### src/hdl/ctok_pkg.sv
// ----------------------------------------------------------------------------
// ctok_pkg
// Shared types, character codes and helper functions for the command line
// tokenizer.
// ----------------------------------------------------------------------------
package ctok_pkg;

    localparam int CTOK_LINE_CAPACITY = 256;
    localparam logic [3:0] CTOK_MAX_TOKENS = 4'd8;
    localparam logic [7:0] CTOK_LEAD_RESET = 8'h24;

    localparam logic [7:0] CH_NUL   = 8'h00;
    localparam logic [7:0] CH_LF    = 8'h0A;
    localparam logic [7:0] CH_CR    = 8'h0D;
    localparam logic [7:0] CH_SPACE = 8'h20;
    localparam logic [7:0] CH_QUOTE = 8'h22;
    localparam logic [7:0] CH_BSL   = 8'h5C;

    typedef enum logic [2:0] {
        KIND_CHAR     = 3'd0,
        KIND_START    = 3'd1,
        KIND_LINE_OK  = 3'd2,
        KIND_UNTERM   = 3'd3,
        KIND_OVERLONG = 3'd4
    } t_kind;

    typedef enum logic [1:0] {
        HOLD_NONE = 2'd0,
        HOLD_CR   = 2'd1,
        HOLD_BSL  = 2'd2
    } t_hold;

    typedef struct packed {
        logic       line_is_command;
        logic       ignore_rest;
        logic       in_quotes;
        logic       in_token;
        logic [3:0] tokens_seen;
        t_hold      held;
    } t_line_state;

    localparam t_line_state LINE_CLEAR = '{
        line_is_command: 1'b0,
        ignore_rest:     1'b0,
        in_quotes:       1'b0,
        in_token:        1'b0,
        tokens_seen:     4'd0,
        held:            HOLD_NONE
    };

    typedef struct packed {
        t_kind      kind;
        logic [7:0] char_value;
        logic [2:0] token_index;
        logic [3:0] token_count;
    } t_result;

    // results caused by one input byte, loaded into the output buffer at once
    typedef struct packed {
        logic             load;
        logic [1:0]       cnt;
        t_result [0:2]    item;
    } t_res_set;

    typedef struct packed {
        t_line_state st;
        logic        start_em;
        logic        char_em;
    } t_feed;

    function automatic logic [2:0] ctok_idx(input logic [3:0] seen);
        logic [3:0] tm;
        tm = seen - 4'd1;
        return tm[2:0];
    endfunction

    function automatic t_result ctok_mk(input t_kind kind, input logic [7:0] ch,
                                        input logic [2:0] idx, input logic [3:0] cnt);
        t_result r;
        r.kind        = kind;
        r.char_value  = ch;
        r.token_index = idx;
        r.token_count = cnt;
        return r;
    endfunction

    // one ordinary content byte
    function automatic t_feed ctok_feed(input t_line_state st, input logic [7:0] b);
        t_feed f;
        logic  done;
        f.st       = st;
        f.start_em = 1'b0;
        f.char_em  = 1'b0;
        done       = 1'b0;
        if (!st.in_token) begin
            if (b == CH_SPACE) begin
                done = 1'b1;
            end else if (st.tokens_seen >= CTOK_MAX_TOKENS) begin
                f.st.ignore_rest = 1'b1;
                done             = 1'b1;
            end else begin
                f.st.tokens_seen = st.tokens_seen + 4'd1;
                f.st.in_token    = 1'b1;
                f.start_em       = 1'b1;
            end
        end
        if (!done) begin
            priority if (b == CH_QUOTE) begin
                f.st.in_quotes = !f.st.in_quotes;
            end else if (!f.st.in_quotes && b == CH_SPACE) begin
                f.st.in_token = 1'b0;
            end else if (f.st.in_quotes && b == CH_BSL) begin
                f.st.held = HOLD_BSL;
            end else begin
                f.char_em = 1'b1;
            end
        end
        return f;
    endfunction

endpackage

### src/hdl/command_line_tokenizer_unit.sv
// ----------------------------------------------------------------------------
// command_line_tokenizer_unit
// Shell-style quoted tokenizer for a received byte stream.
// ----------------------------------------------------------------------------
// A byte passes the core's input register and then the output buffer before its
// first result is offered. Throughput: one byte per cycle while the buffer can load;
// a byte with several results stalls the next until the single result port reaches its last.
// Reset (synchronous, active low): lead char returns to '$', line state and
//   both buffers clear, no result is pending.
module command_line_tokenizer_unit #(
    parameter int LINE_CAPACITY = ctok_pkg::CTOK_LINE_CAPACITY
) (
    input  logic       i_clk,
    input  logic       i_rst_n,
    input  logic       i_valid,
    output logic       o_ready,
    input  logic [7:0] i_in_byte,
    input  logic       i_cfg_valid,
    output logic       o_cfg_ready,
    input  logic [7:0] i_cfg_data,
    output logic       o_valid,
    input  logic       i_ready,
    output logic [2:0] o_kind,
    output logic [7:0] o_char_value,
    output logic [2:0] o_token_index,
    output logic [3:0] o_token_count,
    output logic       o_last_of_run
);
    import ctok_pkg::*;

    t_res_set set;
    t_result  item;
    logic     can_load;

    assign o_cfg_ready = 1'b1;

    ctok_core #(
        .LINE_CAPACITY (LINE_CAPACITY)
    ) u_core (
        .i_clk       (i_clk),
        .i_rst_n     (i_rst_n),
        .i_valid     (i_valid),
        .o_ready     (o_ready),
        .i_in_byte   (i_in_byte),
        .i_cfg_valid (i_cfg_valid),
        .i_cfg_data  (i_cfg_data),
        .i_can_load  (can_load),
        .o_set       (set)
    );

    ctok_obuf u_obuf (
        .i_clk      (i_clk),
        .i_rst_n    (i_rst_n),
        .i_set      (set),
        .o_can_load (can_load),
        .o_valid    (o_valid),
        .i_ready    (i_ready),
        .o_item     (item),
        .o_last     (o_last_of_run)
    );

    assign o_kind        = item.kind;
    assign o_char_value  = item.char_value;
    assign o_token_index = item.token_index;
    assign o_token_count = item.token_count;

endmodule

### src/hdl/ctok_core.sv
// ----------------------------------------------------------------------------
// ctok_core
// Input register, line state and per-byte parse logic; hands the results of
// one byte to the output buffer as a set.
// ----------------------------------------------------------------------------
module ctok_core #(
    parameter int LINE_CAPACITY = ctok_pkg::CTOK_LINE_CAPACITY
) (
    input  logic              i_clk,
    input  logic              i_rst_n,
    input  logic              i_valid,
    output logic              o_ready,
    input  logic [7:0]        i_in_byte,
    input  logic              i_cfg_valid,
    input  logic [7:0]        i_cfg_data,
    input  logic              i_can_load,
    output ctok_pkg::t_res_set o_set
);
    import ctok_pkg::*;

    localparam int FILL_W = $clog2(LINE_CAPACITY);
    localparam logic [FILL_W-1:0] FILL_LIMIT = FILL_W'(LINE_CAPACITY - 1);

    logic              r_in_vld;
    logic [7:0]        r_in_byte;
    logic [7:0]        r_lead;
    t_line_state       r_st;
    t_line_state       n_st;
    logic [FILL_W-1:0] r_fill;
    logic [FILL_W-1:0] n_fill;
    logic [1:0]        n_cnt;
    t_result [0:2]     n_res;
    logic              consume;

    always_comb begin
        logic [7:0] b;
        logic       go;
        t_feed      f;
        b      = r_in_byte;
        n_st   = r_st;
        n_fill = r_fill;
        n_cnt  = 2'd0;
        n_res  = '0;
        go     = 1'b0;
        f      = '0;
        if (b == CH_LF) begin
            if (r_fill != '0 && r_st.line_is_command) begin
                if (!r_st.ignore_rest && r_st.held == HOLD_BSL) begin
                    n_res[n_cnt] = ctok_mk(KIND_CHAR, CH_BSL, ctok_idx(r_st.tokens_seen), 4'd0);
                    n_cnt        = n_cnt + 2'd1;
                end
                if (r_st.in_quotes) begin
                    n_res[n_cnt] = ctok_mk(KIND_UNTERM, 8'd0, 3'd0, 4'd0);
                end else begin
                    n_res[n_cnt] = ctok_mk(KIND_LINE_OK, 8'd0, 3'd0, r_st.tokens_seen);
                end
                n_cnt = n_cnt + 2'd1;
            end
            n_st   = LINE_CLEAR;
            n_fill = '0;
        end else if (r_fill < FILL_LIMIT) begin
            if (r_fill == '0) begin
                n_st.line_is_command = (b == r_lead);
            end
            n_fill = r_fill + FILL_W'(1);
            if (n_st.line_is_command && !n_st.ignore_rest) begin
                if (b == CH_NUL) begin
                    if (n_st.held == HOLD_BSL) begin
                        n_res[n_cnt] = ctok_mk(KIND_CHAR, CH_BSL,
                                               ctok_idx(n_st.tokens_seen), 4'd0);
                        n_cnt        = n_cnt + 2'd1;
                    end
                    n_st.held        = HOLD_NONE;
                    n_st.ignore_rest = 1'b1;
                end else begin
                    go = 1'b1;
                    unique case (n_st.held)
                        HOLD_BSL: begin
                            n_st.held = HOLD_NONE;
                            if (b == CH_QUOTE || b == CH_BSL) begin
                                n_res[n_cnt] = ctok_mk(KIND_CHAR, b,
                                                       ctok_idx(n_st.tokens_seen), 4'd0);
                                go           = 1'b0;
                            end else begin
                                n_res[n_cnt] = ctok_mk(KIND_CHAR, CH_BSL,
                                                       ctok_idx(n_st.tokens_seen), 4'd0);
                            end
                            n_cnt = n_cnt + 2'd1;
                        end
                        HOLD_CR: begin
                            n_st.held = HOLD_NONE;
                            f         = ctok_feed(n_st, CH_CR);
                            n_st      = f.st;
                            if (f.start_em) begin
                                n_res[n_cnt] = ctok_mk(KIND_START, 8'd0,
                                                       ctok_idx(n_st.tokens_seen), 4'd0);
                                n_cnt        = n_cnt + 2'd1;
                            end
                            if (f.char_em) begin
                                n_res[n_cnt] = ctok_mk(KIND_CHAR, CH_CR,
                                                       ctok_idx(n_st.tokens_seen), 4'd0);
                                n_cnt        = n_cnt + 2'd1;
                            end
                            if (n_st.ignore_rest) begin
                                go = 1'b0;
                            end
                        end
                        default: begin
                        end
                    endcase
                    if (go) begin
                        if (b == CH_CR) begin
                            n_st.held = HOLD_CR;
                        end else begin
                            f    = ctok_feed(n_st, b);
                            n_st = f.st;
                            if (f.start_em && n_cnt != 2'd3) begin
                                n_res[n_cnt] = ctok_mk(KIND_START, 8'd0,
                                                       ctok_idx(n_st.tokens_seen), 4'd0);
                                n_cnt        = n_cnt + 2'd1;
                            end
                            if (f.char_em && n_cnt != 2'd3) begin
                                n_res[n_cnt] = ctok_mk(KIND_CHAR, b,
                                                       ctok_idx(n_st.tokens_seen), 4'd0);
                                n_cnt        = n_cnt + 2'd1;
                            end
                        end
                    end
                end
            end
        end else begin
            // overlong line: drop it and resync on the next byte
            if (r_st.line_is_command) begin
                n_res[n_cnt] = ctok_mk(KIND_OVERLONG, 8'd0, 3'd0, 4'd0);
                n_cnt        = n_cnt + 2'd1;
            end
            n_st   = LINE_CLEAR;
            n_fill = '0;
        end
    end

    // a byte with no results never waits for the output side
    assign consume = r_in_vld && (n_cnt == 2'd0 || i_can_load);
    assign o_ready = !r_in_vld || consume;

    assign o_set = '{load: consume && n_cnt != 2'd0, cnt: n_cnt, item: n_res};

    always_ff @(posedge i_clk) begin
        if (!i_rst_n) begin
            r_in_vld <= 1'b0;
            r_lead   <= CTOK_LEAD_RESET;
            r_st     <= LINE_CLEAR;
            r_fill   <= '0;
        end else begin
            if (o_ready) begin
                r_in_vld <= i_valid;
            end
            if (i_cfg_valid) begin
                r_lead <= i_cfg_data;
            end
            if (consume) begin
                r_st   <= n_st;
                r_fill <= n_fill;
            end
        end
    end

    always_ff @(posedge i_clk) begin
        if (o_ready && i_valid) begin
            r_in_byte <= i_in_byte;
        end
    end

endmodule

### src/hdl/ctok_obuf.sv
// ----------------------------------------------------------------------------
// ctok_obuf
// Output buffer: holds the up to three results of one byte and shifts them
// out one transaction per cycle while the receiver is ready.
// ----------------------------------------------------------------------------
module ctok_obuf (
    input  logic               i_clk,
    input  logic               i_rst_n,
    input  ctok_pkg::t_res_set i_set,
    output logic               o_can_load,
    output logic               o_valid,
    input  logic               i_ready,
    output ctok_pkg::t_result  o_item,
    output logic               o_last
);
    import ctok_pkg::*;

    logic [1:0]    r_cnt;
    t_result [0:2] r_item;
    logic          pop;

    assign o_valid    = r_cnt != 2'd0;
    assign pop        = o_valid && i_ready;
    assign o_can_load = (r_cnt == 2'd0) || (r_cnt == 2'd1 && pop);
    assign o_item     = r_item[0];
    assign o_last     = r_cnt == 2'd1;

    always_ff @(posedge i_clk) begin
        if (!i_rst_n) begin
            r_cnt <= 2'd0;
        end else if (i_set.load) begin
            r_cnt <= i_set.cnt;
        end else if (pop) begin
            r_cnt <= r_cnt - 2'd1;
        end
    end

    always_ff @(posedge i_clk) begin
        if (i_set.load) begin
            r_item <= i_set.item;
        end else if (pop) begin
            r_item[0] <= r_item[1];
            r_item[1] <= r_item[2];
        end
    end

endmodule

### config.mk
export PLATFORM = sky130hd
export DESIGN_NAME = command_line_tokenizer_unit
export DESIGN_NICKNAME = d
export VERILOG_FILES = /design/src/hdl/ctok_pkg.sv /design/src/hdl/command_line_tokenizer_unit.sv /design/src/hdl/ctok_core.sv /design/src/hdl/ctok_obuf.sv
export SDC_FILE = /design/constraint.sdc
export NUM_CORES = 1
export LEC_CHECK = 0
export CAP_MARGIN = 25
export CORE_MARGIN = 2
export CORE_UTILIZATION = 45
export DETAILED_ROUTE_END_ITERATION = 6
export DONT_BUFFER_PORTS = 1
export PLACE_DENSITY_LB_ADDON = 0.1
export SYNTH_ARGS = -nofsm -noshare
export SYNTH_HDL_FRONTEND = slang
export SYNTH_SLANG_ARGS = --single-unit
### constraint.sdc
create_clock -name i_clk -period 6.7 [get_ports i_clk]
set_clock_uncertainty 0.1 [all_clocks]
set_input_delay 1.34 -clock i_clk [delete_from_list [all_inputs] [get_ports i_clk]]
set_output_delay 1.34 -clock i_clk [all_outputs]
set_load 0.02 [all_outputs]
==> flow_summary.json <==
{
  "reg2reg_depth": 18,
  "ctsHtreeMaxLevel": 3,
  "grt_pass1_vias": 3902,
  "rsz0062_at_grt": "false",
  "grt_remaining_overflow": 0,
  "relSlewSlack_pct": 41.5,
  "cts_buffers": 9,
  "maxSlewViolCount": 0,
  "cp.required_ns": 5.26,
  "firstDrtPassIters": 5,
  "synth-seq-area-share_pct": 42.2,
  "path_max_fanout": 9,
  "clk_latency_ns": 0.35,
  "worstSetupStartpointType": "register",
  "dpl.hpwl_um": 8960,
  "cts_tree": "yes",
  "yosysTopAreaCellShare_pct": 31.2,
  "synth.top_cells.by_area": "edfxtp_1, dfxtp_1, nand2_1",
  "synth_cells": 571,
  "async_reset_ff_share_pct": 0,
  "fin_setup_tns_ns": 0,
  "cts.sinks": 84,
  "total_power_mw": 1.33,
  "postCtsHoldBufs": 0,
  "io_pins": 43,
  "grt_pass1_wl_um": 20500,
  "postCtsSetupBuffers": 0,
  "maxCapViolCount": 0,
  "start_util_pct": 46.2,
  "grt_usage_pct": 20.8,
  "rrSetupSlack_ns": 1.09,
  "synth-edff-count": 55,
  "ys.flop_type": "edfxtp_1",
  "placed_cell_area_um2": 5210,
  "dieArea_um2": 12700,
  "syn_nets": 613,
  "cts_resized": 0,
  "endpoint_kind": "output port",
  "dr_total_vias": 3952,
  "gp_congestion": 0.888,
  "yosys_warnings": 0,
  "status": "completed",
  "p_per_area_nw_per_um2": 242,
  "io_buffer_count": 0,
  "cp-endpoint": "o_ready",
  "clock_path_buffers": 2,
  "drt_iter0_drc": 295,
  "drive_gt1_share_pct": 7.46,
  "routed_wl_um": 12400,
  "diodes": 0,
  "yosys.area.top_type": "edfxtp_1",
  "regToRegStartpoint": "u_core.r_st[5]$_SDFFE_PN0P_",
  "syn_avg_cell_area_um2": 9.27,
  "yosysUniqueCellTypes": 70,
  "antenna_found_initial": 0,
  "hold_viol_final": 0,
  "grt_max_degree": 53,
  "syn_area_um2": 5300,
  "ys_ff_latch": 84,
  "p_leak_nw": 1.97,
  "startpoint": "u_core.r_st[5]$_SDFFE_PN0P_",
  "tightest_slew_ns": 0.865,
  "fp-row-count": 39,
  "drc_errors": 0,
  "via_per_inst": 5.82,
  "arrival_ns": 4.77,
  "worstSetupPathType": "register to output port",
  "core_um2": 11500,
  "final_cell_area_um2": 5490,
  "wl_per_cell_um": 18.3,
  "root_buffer": "clkbuf_16",
  "antenna_left": 0,
  "fmax_mhz": 161,
  "path_clk_slew_ns": 0.06,
  "setup_violations": 0,
  "die_y_um": 112,
  "hold_class": "register to register",
  "area_delta_synth_final_pct": 3.66,
  "peakVddDrop_mv": 0.147,
  "r2r-end": "u_obuf.o_item[6]$_DFFE_PP_",
  "nets": 573,
  "finalCritPeriodShare_pct": 92.7,
  "fin_crit_ns": 6.21,
  "die_w_um": 112
}
## synthesized netlist by cell type, drive strengths merged, types with 3 or more instances
| cell | count |
|---|---|
| mux2i | 16 |
| edfxtp | 55 |
| nor2 | 33 |
| xor2 | 3 |
| a31oi | 8 |
| nor3 | 18 |
| o31ai | 15 |
| nor4b | 8 |
| ha | 21 |
| nand4 | 6 |
| nor4 | 7 |
| and4 | 4 |
| inv | 32 |
| clkbuf | 25 |
| or3 | 7 |
| xnor2 | 17 |
| a21oi | 31 |
| nand3 | 21 |
| a32o | 7 |
| and3 | 3 |
| nor2b | 8 |
| nand2b | 4 |
| dfxtp | 29 |
| nand2 | 73 |
| and2 | 12 |
| or4 | 6 |
| o21ai | 33 |
| buf | 30 |
## area by class of cell
| class | instances | area (µm²) |
|---|---|---|
| inverters | 32 | 120 |
| multi-input cells | 400 | 2640 |
| fillers | 1080 | 5980 |
| clock inverters | 3 | 37.5 |
| clock buffers | 13 | 240 |
| repair buffers | 4 | 42.5 |
| flip-flops and latches | 84 | 2230 |
| well taps | 143 | 179 |
## layout by cell type (no fill, tap or decap), drive strengths merged, types with 13 or more instances in the layout
cell and n:
o31ai 15, clkbuf 13, o21ai 33, dfxtp 29, mux2i 16, a21oi 31
edfxtp 55, nand3 21, nand2 73, nor2 33, ha 21, nor3 18
xnor2 17, inv 32
## metal layers
metal  part of all wire, %  up-vias  GRT usage, %
met4                   2.1        0          8.46
met2                    47       95          31.9
met3                   3.9       18          3.94
met1                    47     1875          29.0
li1                      -     1964             -
met5                     0        -             0
## state kept, by name, indices dropped and copies added (netlist names)
name              flops
u_core.r_fill         8
u_core.r_in_vld       1
u_core.r_lead         8
u_core.r_in_byte      8
u_obuf.r_cnt          2
u_core.r_st          10
u_obuf.o_item        18
u_obuf.r_item        29
## per-stage QoR
step / util (%) / setup WS, ns / hold WS (ns) / std cells
2_1_floorplan: - / 1.16 / 0.358 / 571
5_1_grt: 47.9 / 0.121 / 0.419 / 679
3_3_place_gp: 45.2 / 0.914 / 0.375 / 662
4_1_cts: 47.8 / 0.414 / 0.394 / 679
3_5_place_dp: 45.4 / 0.802 / 0.384 / 663
6_report: 47.9 / 0.490 / 0.391 / 679
## worst max-delay path, cell delays in order (launching register included)
cell      delay, ns
dfxtp_1        0.51
nand2b_1       0.24
ha_1           0.33
nand2b_1       0.09
a21oi_1        0.19
ha_1           0.25
or4_1          0.42
a21oi_2        0.36
xnor2_1        0.23
inv_1          0.10
ha_1           0.21
and4b_1        0.42
xnor2_1        0.14
nor3_1         0.36
o31ai_4        0.13
a21oi_2        0.23
nand2_1        0.20
## kinds of logic (layout without fill, tap and decap cells)
| family | after synthesis | count (layout) | share of synthesized area, % |
|---|---|---|---|
| flip-flops | 84 | 84 | 42.2 |
| buffers and inverters | 87 | 52 | 8.36 |
| XOR/XNOR | 20 | 20 | 3.31 |
| AND/OR/NAND/NOR | 217 | 217 | 21.3 |
| AO/OA/AOI/OAI | 124 | 124 | 16.6 |
| other | 1 | 1 | 0.0708 |
| adder cells (fa/ha/maj) | 21 | 21 | 4.96 |
| multiplexers | 17 | 17 | 3.24 |
## report_power, final
group | switching [mW] | internal [mW] | leakage [nW]
sequential | 0.0578 | 0.627 | 0.777
clock | 0.188 | 0.287 | 0.133
combinational | 0.111 | 0.0607 | 1.06
total | 0.357 | 0.974 | 1.97
## worst min-delay path by stage
stage | from | end | slack [ns] | cells after the start
floorplan | u_core.r_fill[1]$_SDFFE_PN0P_ | u_core.r_fill[1]$_SDFFE_PN0P_ | 0.36 | 2
global placement | u_core.r_fill[0]$_SDFFE_PN0P_ | u_core.r_fill[0]$_SDFFE_PN0P_ | 0.38 | 2
detailed placement | u_core.r_fill[1]$_SDFFE_PN0P_ | u_core.r_fill[1]$_SDFFE_PN0P_ | 0.38 | 2
CTS | u_core.r_fill[1]$_SDFFE_PN0P_ | u_core.r_fill[1]$_SDFFE_PN0P_ | 0.39 | 2
global route | u_core.r_fill[1]$_SDFFE_PN0P_ | u_core.r_fill[1]$_SDFFE_PN0P_ | 0.42 | 2
finish | u_core.r_fill[1]$_SDFFE_PN0P_ | u_core.r_fill[1]$_SDFFE_PN0P_ | 0.39 | 2
Power figures use the tool's default switching activity.
